<file path="config.mk">
export PLATFORM = sky130hd
export DESIGN_NAME = vlc_code_bit_packer
export DESIGN_NICKNAME = d
export VERILOG_FILES = /design/src/design/vcbp_pkg.sv /design/src/design/vcbp_front.sv /design/src/design/vcbp_queue.sv /design/src/design/vcbp_back.sv /design/src/design/vlc_code_bit_packer.sv
export SDC_FILE = /design/constraint.sdc
export NUM_CORES = 1
export LEC_CHECK = 0
export BUFFER_PORTS_ARGS = -buffer_cell sky130_fd_sc_hd__buf_4
export CELL_PAD_IN_SITES_DETAIL_PLACEMENT = 1
export CELL_PAD_IN_SITES_GLOBAL_PLACEMENT = 2
export CORE_MARGIN = 2
export CORE_UTILIZATION = 40
export DETAILED_ROUTE_END_ITERATION = 12
export PLACE_DENSITY = 0.88
export SLEW_MARGIN = 10
export SYNTH_ARGS = -nofsm -noshare
export SYNTH_HDL_FRONTEND = slang
export SYNTH_SLANG_ARGS = --single-unit
</file>
<file path="constraint.sdc">
create_clock -name clk -period 5.7 [get_ports clk]
set_input_delay 0.855 -clock clk [delete_from_list [all_inputs] [get_ports clk]]
set_output_delay 0.855 -clock clk [all_outputs]
set_load 0.02 [all_outputs]
</file>
<file path="src/design/vcbp_pkg.sv">
// Shared types and constants for the variable-length code bit packer.
// Used by every module of the block; depends on nothing else.
`timescale 1ns / 1ps
`default_nettype none

package vcbp_pkg;

  localparam int NUM_SYMS         = 6;
  localparam int SYM_W            = 3;
  localparam int CODE_REG_W       = 12;
  localparam int LEN_W            = 4;
  localparam int CODE_W           = 8;
  localparam int BYTE_W           = 8;
  localparam int MAX_CODE_LEN_DEF = 8;
  localparam int APB_DATA_W       = 32;
  localparam int ADDR_W           = 5;
  localparam int REG_IDX_W        = ADDR_W - 2;

  // Queue between the lookup front end and the packing back end.
  // The depth must be a power of two so the pointers wrap on their own.
  localparam int QUEUE_DEPTH = 4;
  localparam int QPTR_W      = $clog2(QUEUE_DEPTH);
  localparam int QCNT_W      = $clog2(QUEUE_DEPTH + 1);

  localparam logic [CODE_REG_W-1:0] CODE_RESET [NUM_SYMS] = '{
    12'h506, 12'h631, 12'h409, 12'h8E3, 12'h855, 12'h71F
  };

  // One looked-up code word: clamped length and the code masked to it.
  typedef struct packed {
    logic [LEN_W-1:0]  len;
    logic [CODE_W-1:0] code;
  } code_entry_t;

endpackage

`default_nettype wire

</file>
<file path="src/design/vcbp_front.sv">
// Front end: code registers on the APB port, symbol lookup and classification.
// Depends on vcbp_pkg; feeds code entries into vcbp_queue.
`timescale 1ns / 1ps
`default_nettype none

module vcbp_front import vcbp_pkg::*; #(
  parameter int MAX_CODE_LEN = MAX_CODE_LEN_DEF
) (
  input  wire logic                  clk,
  input  wire logic                  rst_n,
  input  wire logic                  psel,
  input  wire logic                  penable,
  input  wire logic                  pwrite,
  input  wire logic [ADDR_W-1:0]     paddr,
  input  wire logic [APB_DATA_W-1:0] pwdata,
  output logic      [APB_DATA_W-1:0] prdata,
  input  wire logic                  in_valid,
  input  wire logic [SYM_W-1:0]      in_symbol,
  output logic                       in_stall,
  input  wire logic                  q_full,
  output logic                       push,
  output code_entry_t                push_entry
);

  logic [CODE_REG_W-1:0] code_r [NUM_SYMS];
  logic [REG_IDX_W-1:0]  reg_idx;
  logic                  reg_ok;
  logic                  sym_ok;
  logic [CODE_REG_W-1:0] sel_reg;
  logic [LEN_W-1:0]      raw_len;
  logic [LEN_W-1:0]      len;
  logic [CODE_W-1:0]     len_mask;

  assign reg_idx = paddr[ADDR_W-1:2];
  assign reg_ok  = reg_idx < REG_IDX_W'(NUM_SYMS);

  always_ff @(posedge clk) begin
    if (!rst_n) begin
      for (int i = 0; i < NUM_SYMS; i++) begin
        code_r[i] <= CODE_RESET[i];
      end
    end else if (psel && penable && pwrite && reg_ok) begin
      code_r[reg_idx] <= pwdata[CODE_REG_W-1:0];
    end
  end

  always_comb begin
    prdata = '0;
    if (reg_ok) begin
      prdata = APB_DATA_W'(code_r[reg_idx]);
    end
  end

  // Symbols outside the table and zero-length codes leave no trace downstream.
  assign sym_ok  = in_symbol < SYM_W'(NUM_SYMS);
  assign sel_reg = sym_ok ? code_r[in_symbol] : '0;
  assign raw_len = sel_reg[CODE_REG_W-1:CODE_W];
  assign len     = (raw_len > LEN_W'(MAX_CODE_LEN)) ? LEN_W'(MAX_CODE_LEN) : raw_len;

  always_comb begin
    for (int i = 0; i < CODE_W; i++) begin
      len_mask[i] = LEN_W'(i) < len;
    end
  end

  assign in_stall        = q_full;
  assign push            = in_valid && !q_full && sym_ok && (len != '0);
  assign push_entry.len  = len;
  assign push_entry.code = sel_reg[CODE_W-1:0] & len_mask;

endmodule

`default_nettype wire

</file>
<file path="src/design/vcbp_queue.sv">
// Short FIFO of code entries between the front end and the back end.
// Depends on vcbp_pkg for the entry type and the depth.
`timescale 1ns / 1ps
`default_nettype none

module vcbp_queue import vcbp_pkg::*; (
  input  wire logic  clk,
  input  wire logic  rst_n,
  input  wire logic  push,
  input  wire code_entry_t push_entry,
  output logic       full,
  input  wire logic  pop,
  output logic       head_valid,
  output code_entry_t head
);

  code_entry_t       entry_r [QUEUE_DEPTH];
  logic [QPTR_W-1:0] wr_ptr_r;
  logic [QPTR_W-1:0] rd_ptr_r;
  logic [QCNT_W-1:0] cnt_r;
  logic [QCNT_W-1:0] cnt_nxt;

  assign full       = cnt_r == QCNT_W'(QUEUE_DEPTH);
  assign head_valid = cnt_r != '0;
  assign head       = entry_r[rd_ptr_r];

  always_comb begin
    cnt_nxt = cnt_r;
    if (push && !pop) begin
      cnt_nxt = cnt_r + 1'b1;
    end else if (pop && !push) begin
      cnt_nxt = cnt_r - 1'b1;
    end
  end

  always_ff @(posedge clk) begin
    if (!rst_n) begin
      wr_ptr_r <= '0;
      rd_ptr_r <= '0;
      cnt_r    <= '0;
    end else begin
      if (push) begin
        wr_ptr_r <= wr_ptr_r + 1'b1;
      end
      if (pop) begin
        rd_ptr_r <= rd_ptr_r + 1'b1;
      end
      cnt_r <= cnt_nxt;
    end
  end

  always_ff @(posedge clk) begin
    if (push) begin
      entry_r[wr_ptr_r] <= push_entry;
    end
  end

endmodule

`default_nettype wire

</file>
<file path="src/design/vcbp_back.sv">
// Back end: appends code bits to the pending buffer and packs full bytes.
// Depends on vcbp_pkg; drains vcbp_queue and owns the output register.
`timescale 1ns / 1ps
`default_nettype none

module vcbp_back import vcbp_pkg::*; #(
  parameter int MAX_CODE_LEN = MAX_CODE_LEN_DEF
) (
  input  wire logic              clk,
  input  wire logic              rst_n,
  input  wire logic              q_valid,
  input  wire code_entry_t       q_head,
  output logic                   pop,
  output logic                   out_valid,
  output logic      [BYTE_W-1:0] out_packed_byte,
  input  wire logic              out_stall
);

  localparam int PEND_W = BYTE_W + MAX_CODE_LEN;
  localparam int CNT_W  = $clog2(PEND_W + 1);

  logic [BYTE_W-1:0] pend_r;
  logic [BYTE_W-1:0] pend_nxt;
  logic [CNT_W-1:0]  cnt_r;
  logic [CNT_W-1:0]  cnt_nxt;
  logic [PEND_W-1:0] cat;
  logic [PEND_W-1:0] shifted;
  logic [CNT_W-1:0]  total;
  logic [CNT_W-1:0]  rem;
  logic [BYTE_W-1:0] rem_mask;
  logic              emit;
  logic              out_free;
  logic              out_valid_r;
  logic [BYTE_W-1:0] out_byte_r;

  // The pending buffer never holds more than one byte between items, so the
  // appended word is at most a byte plus one code long.
  assign cat     = (PEND_W'(pend_r) << q_head.len) | PEND_W'(q_head.code);
  assign total   = cnt_r + CNT_W'(q_head.len);
  assign emit    = total > CNT_W'(BYTE_W);
  assign rem     = total - CNT_W'(BYTE_W);
  assign shifted = cat >> rem;

  always_comb begin
    for (int i = 0; i < BYTE_W; i++) begin
      rem_mask[i] = CNT_W'(i) < rem;
    end
    if (emit) begin
      pend_nxt = cat[BYTE_W-1:0] & rem_mask;
      cnt_nxt  = rem;
    end else begin
      pend_nxt = cat[BYTE_W-1:0];
      cnt_nxt  = total;
    end
  end

  // An entry that makes no byte may pass even while the output is blocked.
  assign out_free = !out_valid_r || !out_stall;
  assign pop      = q_valid && (!emit || out_free);

  always_ff @(posedge clk) begin
    if (!rst_n) begin
      pend_r      <= '0;
      cnt_r       <= '0;
      out_valid_r <= 1'b0;
    end else begin
      if (pop) begin
        pend_r <= pend_nxt;
        cnt_r  <= cnt_nxt;
      end
      if (pop && emit) begin
        out_valid_r <= 1'b1;
      end else if (!out_stall) begin
        out_valid_r <= 1'b0;
      end
    end
  end

  always_ff @(posedge clk) begin
    if (pop && emit) begin
      out_byte_r <= shifted[BYTE_W-1:0];
    end
  end

  assign out_valid       = out_valid_r;
  assign out_packed_byte = out_byte_r;

endmodule

`default_nettype wire

</file>
<file path="src/design/vlc_code_bit_packer.sv">
// Variable-length code bit packer, top level.
// A byte enters the output register when the back end pops the queue entry of the
// symbol that completes it. Throughput: one symbol per cycle while in_stall is
// low, set by the combinational append and pack in the back end; a four-entry
// queue absorbs stalls. Reset (synchronous, active low) restores the code table
// and empties the pending bit buffer, the queue and the output register.
`timescale 1ns / 1ps
`default_nettype none

module vlc_code_bit_packer import vcbp_pkg::*; #(
  parameter int MAX_CODE_LEN = MAX_CODE_LEN_DEF
) (
  input  wire logic                  clk,
  input  wire logic                  rst_n,
  input  wire logic                  psel,
  input  wire logic                  penable,
  input  wire logic                  pwrite,
  input  wire logic [ADDR_W-1:0]     paddr,
  input  wire logic [APB_DATA_W-1:0] pwdata,
  output logic      [APB_DATA_W-1:0] prdata,
  output logic                       pready,
  input  wire logic                  in_valid,
  input  wire logic [SYM_W-1:0]      in_symbol,
  output logic                       in_stall,
  output logic                       out_valid,
  output logic      [BYTE_W-1:0]     out_packed_byte,
  input  wire logic                  out_stall
);

  logic        q_full;
  logic        push;
  code_entry_t push_entry;
  logic        pop;
  logic        q_valid;
  code_entry_t q_head;

  assign pready = 1'b1;

  vcbp_front #(
    .MAX_CODE_LEN (MAX_CODE_LEN)
  ) u_front (
    .clk        (clk),
    .rst_n      (rst_n),
    .psel       (psel),
    .penable    (penable),
    .pwrite     (pwrite),
    .paddr      (paddr),
    .pwdata     (pwdata),
    .prdata     (prdata),
    .in_valid   (in_valid),
    .in_symbol  (in_symbol),
    .in_stall   (in_stall),
    .q_full     (q_full),
    .push       (push),
    .push_entry (push_entry)
  );

  vcbp_queue u_queue (
    .clk        (clk),
    .rst_n      (rst_n),
    .push       (push),
    .push_entry (push_entry),
    .full       (q_full),
    .pop        (pop),
    .head_valid (q_valid),
    .head       (q_head)
  );

  vcbp_back #(
    .MAX_CODE_LEN (MAX_CODE_LEN)
  ) u_back (
    .clk             (clk),
    .rst_n           (rst_n),
    .q_valid         (q_valid),
    .q_head          (q_head),
    .pop             (pop),
    .out_valid       (out_valid),
    .out_packed_byte (out_packed_byte),
    .out_stall       (out_stall)
  );

endmodule

`default_nettype wire

</file>
; ---- Word level (Yosys, flattened, before mapping)
; Memories as Yosys holds them, arrays and structs flattened. A register that Yosys moved wholly into a read port is not among the register bits.
; Cells that the tools add are included.
[totals]
register_bits = 29
latchBits = 0
ramBits = 120
rom_bits = 0
inputBits = 47
output_inout_bits = 43
word_cells = 84
n_memories = 2
[op_classes]
addsub = 6
n_mul = 0
n_div = 0
order_cmp = 20
eq_ne = 2
shift = 2
mux = 20
bitwise = 3
n_reduce_logical = 22
[memory_table]
columns = name, depth, width, rd, rd_clocked_by_memory_dff, wr, line
row1 = u_front.code_r, 6, 12, 2, 0, 6, vcbp_front.sv:25  ; logic [CODE_REG_W-1:0] code_r [NUM_SYMS];
row2 = u_queue.entry_r, 4, 12, 1, 1, 1, vcbp_queue.sv:17  ; code_entry_t entry_r [QUEUE_DEPTH];
[op_table]
columns = operator, n
row1 = 12-bit 2-to-1 mux, 3
row2 = "3-bit by 5-bit less-than comparator with 1-bit output, first input constant", 4
row3 = 8-bit AND, 2
row4 = "3-bit by 4-bit less-than comparator with 1-bit output, first input constant", 4
row5 = 16-bit by 8-bit OR with 16-bit output, 1
row6 = 8-bit by 4-bit << shifter with 16-bit output, 1
row7 = 16-bit by 5-bit >> shifter with 8-bit output, 1
row8 = 12-bit OR reduction, 1
row9 = 1-bit logical AND, 10
row10 = "1-bit by 5-bit less-than comparator with 1-bit output, first input constant", 2
row11 = "2-bit by 5-bit less-than comparator with 1-bit output, first input constant", 2
row12 = 1-bit 2-to-1 mux, 9
row13 = 3-bit 2-to-1 mux, 3
row14 = "1-bit by 4-bit less-than comparator with 1-bit output, first input constant", 2
row15 = "2-bit by 4-bit less-than comparator with 1-bit output, first input constant", 2
row16 = 8-bit 2-to-1 mux, 1
row17 = 1-bit zero test, 6
row18 = "3-bit less-than comparator, second input constant", 2
row19 = 5-bit by 4-bit adder with 5-bit output, 1
row20 = "5-bit by 4-bit greater-than comparator with 1-bit output, second input constant", 1
row21 = 5-bit 2-to-1 mux, 1
row22 = "5-bit by 4-bit subtractor with 5-bit output, second input constant", 1
row23 = "2-bit by 1-bit adder with 2-bit output, second input constant", 2
row24 = "4-bit greater-than comparator, second input constant", 1
row25 = 10 further kinds, 12

; ---- Logic depth before layout (Yosys ltp)
[depth]
depth_word = 10
ltp_mapped = 22
mapped_depth_nobuf = 19

; ---- Hierarchy
; Synthesis repeated with hierarchy kept, for this count alone.
[hier_totals]
hier_cells = 738
area_unflattened_um2 = 9051.2
[modules_own_cells]
columns = module, n_inst, cells_per_inst, area_each_um2, seq_area_each_um2
row1 = vcbp_front, 1, 337, 4449.3, 2342.2
row2 = vcbp_back, 1, 294, 2408.6, 520.5
row3 = vcbp_queue, 1, 105, 2182.1, 1621.6
row4 = vlc_code_bit_packer, 1, 2, 11.3, 0.0

; ---- Worst setup path after synthesis
; OpenSTA, ideal clock, no wires.
[synth_path]
path_kind = reg2reg
from = register (tool-made name)
to = register u_queue.cnt_r[2]
t_arrival_ns = 4.911
required_time_ns = 5.624
path_slack_ns = 0.713
path_stages_with_launch = 21
cell_sequence = dfxtp_1 > buf_6 > mux4_2 > buf_2 > ha_1 > a21oi_1 > xnor2_1 > inv_1 > clkbuf_1 > ha_1 > a21oi_1 > nand3_1 > o31a_1 > inv_1 > buf_1 > ha_1 > inv_1 > fa_1 > xor2_1 > or3_1 > a21boi_0
[synth_rtl]
columns = element, line
row1 = to (signal assigned), vcbp_queue.sv:48  ; cnt_r <= cnt_nxt;
row2 = to (decl), vcbp_queue.sv:20  ; logic [QCNT_W-1:0] cnt_r;

==> results.py <==
metrics = {
    "worst_setup_path": {
        "slowest_stage": "mux4_2",
        "start_kind": "flip-flop",
        "crit_chain": "buf_4 -> mux4_2 -> ha_1 -> inv_1 -> fa_1 -> nor2b_1 -> o21ai_0 -> nand2b_1 -> xnor2_1 -> ha_1 -> a21oi_1 -> nand3_1 -> o31a_1 -> inv_1 -> ha_1 -> inv_1 -> fa_1 -> xor2_1 -> or3_1 -> a21boi_0",
        "reg2reg_depth": 20,
        "r2r_slack_ns": 0.53,
        "crit_arrival_ns": 5.51,
        "path_max_fanout": 16,
        "max_stage_delay_ns": 0.76,
        "criticalPathCategory": "flip-flop to flip-flop",
        "worstPathRequired_ns": 6.05,
        "end_kind": "flip-flop",
    },
    "place": {
        "numPortBuffers": 46,
        "hpwl_um": 16200,
        "globalplace.congestion": 0.829,
    },
    "timing": {
        "fmax_mhz": 194,
        "finalCritPeriodShare_pct": 90.6,
        "maxSlewHeadroom_pct": 31.0,
        "fin_skew_ns": 0.0119,
        "slew_violations": 0,
        "min_period_ns": 5.17,
        "final-hold-violation-count": 0,
        "finalSetupViolations": 0,
        "finalSetupTns_ns": 0,
        "rsz0062_at_grt": "no",
        "holdWs_ns": 0.498,
        "worst_pin_slew_ns": 1.02,
    },
    "synth": {
        "synth_top_area_share_pct": 46.2,
        "avgSynthCellArea_um2": 11.8,
        "synth.area.top_cells": "edfxtp_1 46%, mux4_2 10%, dfxtp_1 5.4%, mux2i_1 5.4%, nand2_1 3.2%",
        "syn_inst": 724,
        "synth_edf_count": 132,
        "synth_seq_area_share_pct": 51.6,
        "async_flop_share_pct": 0,
        "synth_xor_area_share_pct": 1.02,
        "synthSimpleGateAreaFrac_pct": 12.7,
        "ys.flop_type": "edfxtp_1",
        "synth_compound_area_share_pct": 9.09,
        "synth_top_family_by_area": "multiplexers",
        "yosys.area_share.adder_pct": 2.36,
        "post-synth-top-area-cell": "edfxtp_1",
        "ys_seq_elements": 155,
        "netlist_area_um2": 8570,
        "synth.distinct_cells": 70,
        "yosys_warnings": 0,
        "synth.area.mux_share_pct": 17.2,
    },
    "drt": {
        "drc": 0,
        "wire_per_inst_um": 21.9,
        "drt_wl_total_um": 22900,
        "drt-pass1-iter-count": 5,
        "ant_nets": 0,
        "dr.first_iter.drc_count": 370,
        "vias": 5937,
        "via_per_inst": 5.69,
    },
    "global_routing": {
        "grt_use_total_pct": 21.2,
        "grt-ovfl-total": 0,
        "antenna_found_initial": 0,
        "grt_max_degree": 35,
        "grt_pass1_wl_um": 35700,
        "grt_pass1_vias": 6435,
    },
    "power_and_ir_drop": {
        "p_comb_share_pct": 46.8,
        "netSwitchingPower_mw": 1.99,
        "vdd_drop_max_mv": 0.252,
        "p_per_area_nw_per_um2": 507,
        "p_seq_share_pct": 31.0,
        "cellLeakagePower_nw": 3.62,
        "internal_power_mw": 2.90,
        "switching_share_pct": 40.7,
        "clockPowerShare_pct": 22.2,
    },
    "die": {
        "die_area_um2": 22600,
        "die_y_um": 150,
        "core_um2": 21000,
        "io_pins": 90,
        "initial_utilization_pct": 40.8,
        "rows": 53,
        "dieWidth_um": 150,
    },
    "final_layout": {
        "drive_above_1_share_pct": 18.7,
        "antenna_cells": 0,
        "final_cell_mix": "132 x edfxtp_1, 72 x nand2_1, 67 x nor2_1",
        "syn_to_final_growth_pct": 12.5,
        "final_common_cell": "edfxtp_1",
        "nNetsFinal": 819,
    },
    "worst_hold_path": {
        "min_path_type": "flip-flop to flip-flop",
        "min_path_cells": 2,
        "hold_path.startpoint": "u_back.cnt_r[0]$_SDFFE_PN0P_",
    },
    "clock_tree": {
        "cts_tree": "done",
        "post_cts_resized": 0,
        "cts-root-to-sink-buffers": 2,
        "htree_num_levels": 4,
        "cts_made_buffers": 17,
        "clkLatencyLatePin_ns": 0.43,
        "cts_setup_buffers": 0,
        "cts_root_buf": "clkbuf_16",
        "path_clk_slew_ns": 0.07,
        "cts_sinks": 155,
        "ctsHoldBuffers": 0,
    },
    "job": {
        "maxCapViolations": 0,
    },
    "status": {
        "run_status": "finished clean",
    },
}
==> path summary, 6_finish.rpt <==
| kind | end |
|---|---|
| hold / removal | u_back.cnt_r[0]$_SDFFE_PN0P_ |
| setup reg to reg | u_queue.cnt_r[2]$_SDFFE_PN0P_ |
| setup / recovery | u_queue.cnt_r[2]$_SDFFE_PN0P_ |
| hold reg to reg | u_back.cnt_r[0]$_SDFFE_PN0P_ |
==> per-layer routing <==
metal / part of all wire (%) / global-route usage [%] / routed length, µm
met1: 39 / 24.6 / 8960
met2: 55 / 39.0 / 12600
met3: 4.1 / 3.73 / 938
met4: 1.8 / 7.55 / 403
met5: 0 / 0 / 0
==> stage by stage <==
step	worst slack [ns]	utilization [%]	power [mW]	area [µm²]	instances
after floorplan	0.713	-	3.19	8660	747
after CTS	0.496	45.9	4.90	9640	1044
final	0.534	45.9	4.89	9640	1044
after detailed placement	0.492	43.2	3.81	9070	1013
after global placement	0.756	43.2	3.71	9070	1013
after global routing	0.162	45.9	5.17	9640	1044
==> critical path, delay by kind of cell (launching register included) <==
kind            cells  cell delay, ns
compound gates      4            0.80
xor+xnor            2            0.35
fa+ha+maj           5            1.40
buf+inv             4            0.77
flops               1            0.34
mux                 1            0.76
simple gates        4            0.64
==> cell usage after synthesis (4+ instances only) <==
| cell | instances |
|---|---|
| a211oi_1 | 4 |
| a21boi_0 | 11 |
| a21o_1 | 6 |
| a21oi_1 | 22 |
| a22oi_1 | 4 |
| a31oi_1 | 5 |
| a32oi_1 | 4 |
| and2_1 | 21 |
| buf_1 | 6 |
| buf_2 | 7 |
| buf_4 | 23 |
| clkbuf_1 | 27 |
| dfxtp_1 | 23 |
| edfxtp_1 | 132 |
| ha_1 | 13 |
| inv_1 | 40 |
| mux2_2 | 8 |
| mux2i_1 | 46 |
| mux4_2 | 38 |
| nand2_1 | 72 |
| nand2b_1 | 12 |
| nand3_1 | 15 |
| nor2_1 | 67 |
| nor2b_1 | 9 |
| nor3_1 | 9 |
| nor4_1 | 5 |
| o21ai_0 | 8 |
| o22ai_1 | 16 |
| xnor2_1 | 8 |
==> layout make-up <==
class	instances	area, µm²
Tap cell	275	344
Multi-Input combinational cell	486	3730
Clock buffer	17	425
Inverter	41	154
Timing Repair Buffer	56	420
Clock inverter	14	140
Fill cell	2210	11400
Sequential cell	155	4420
==> power groups by stage <==
stage / registers, mW / logic, mW / clock network [mW]
floorplan: 1.55 / 1.64 / 0
CTS: 1.52 / 2.29 / 1.10
global placement: 1.52 / 2.19 / 0
finish: 1.51 / 2.29 / 1.09
global route: 1.53 / 2.50 / 1.14
detailed placement: 1.54 / 2.27 / 0
==> kinds of logic after synthesis <==
kind of cell,Yosys count
buffers and inverters,106
adder cells (fa/ha/maj),15
other,2
AO/OA/AOI/OAI,110
AND/OR/NAND/NOR,231
flip-flops,155
XOR/XNOR,10
multiplexers,95
==> sequential cells by signal (all words and copies together) (netlist names), named ones only <==
register	flops
u_back.cnt_r	5
u_back.out_packed_byte	8
u_back.out_valid	1
u_back.pend_r	8
u_front.code_r	76
u_queue.cnt_r	3
u_queue.entry_r	48
u_queue.rd_ptr_r	2
u_queue.wr_ptr_r	2
No activity file was read; power rests on OpenSTA's default activity.
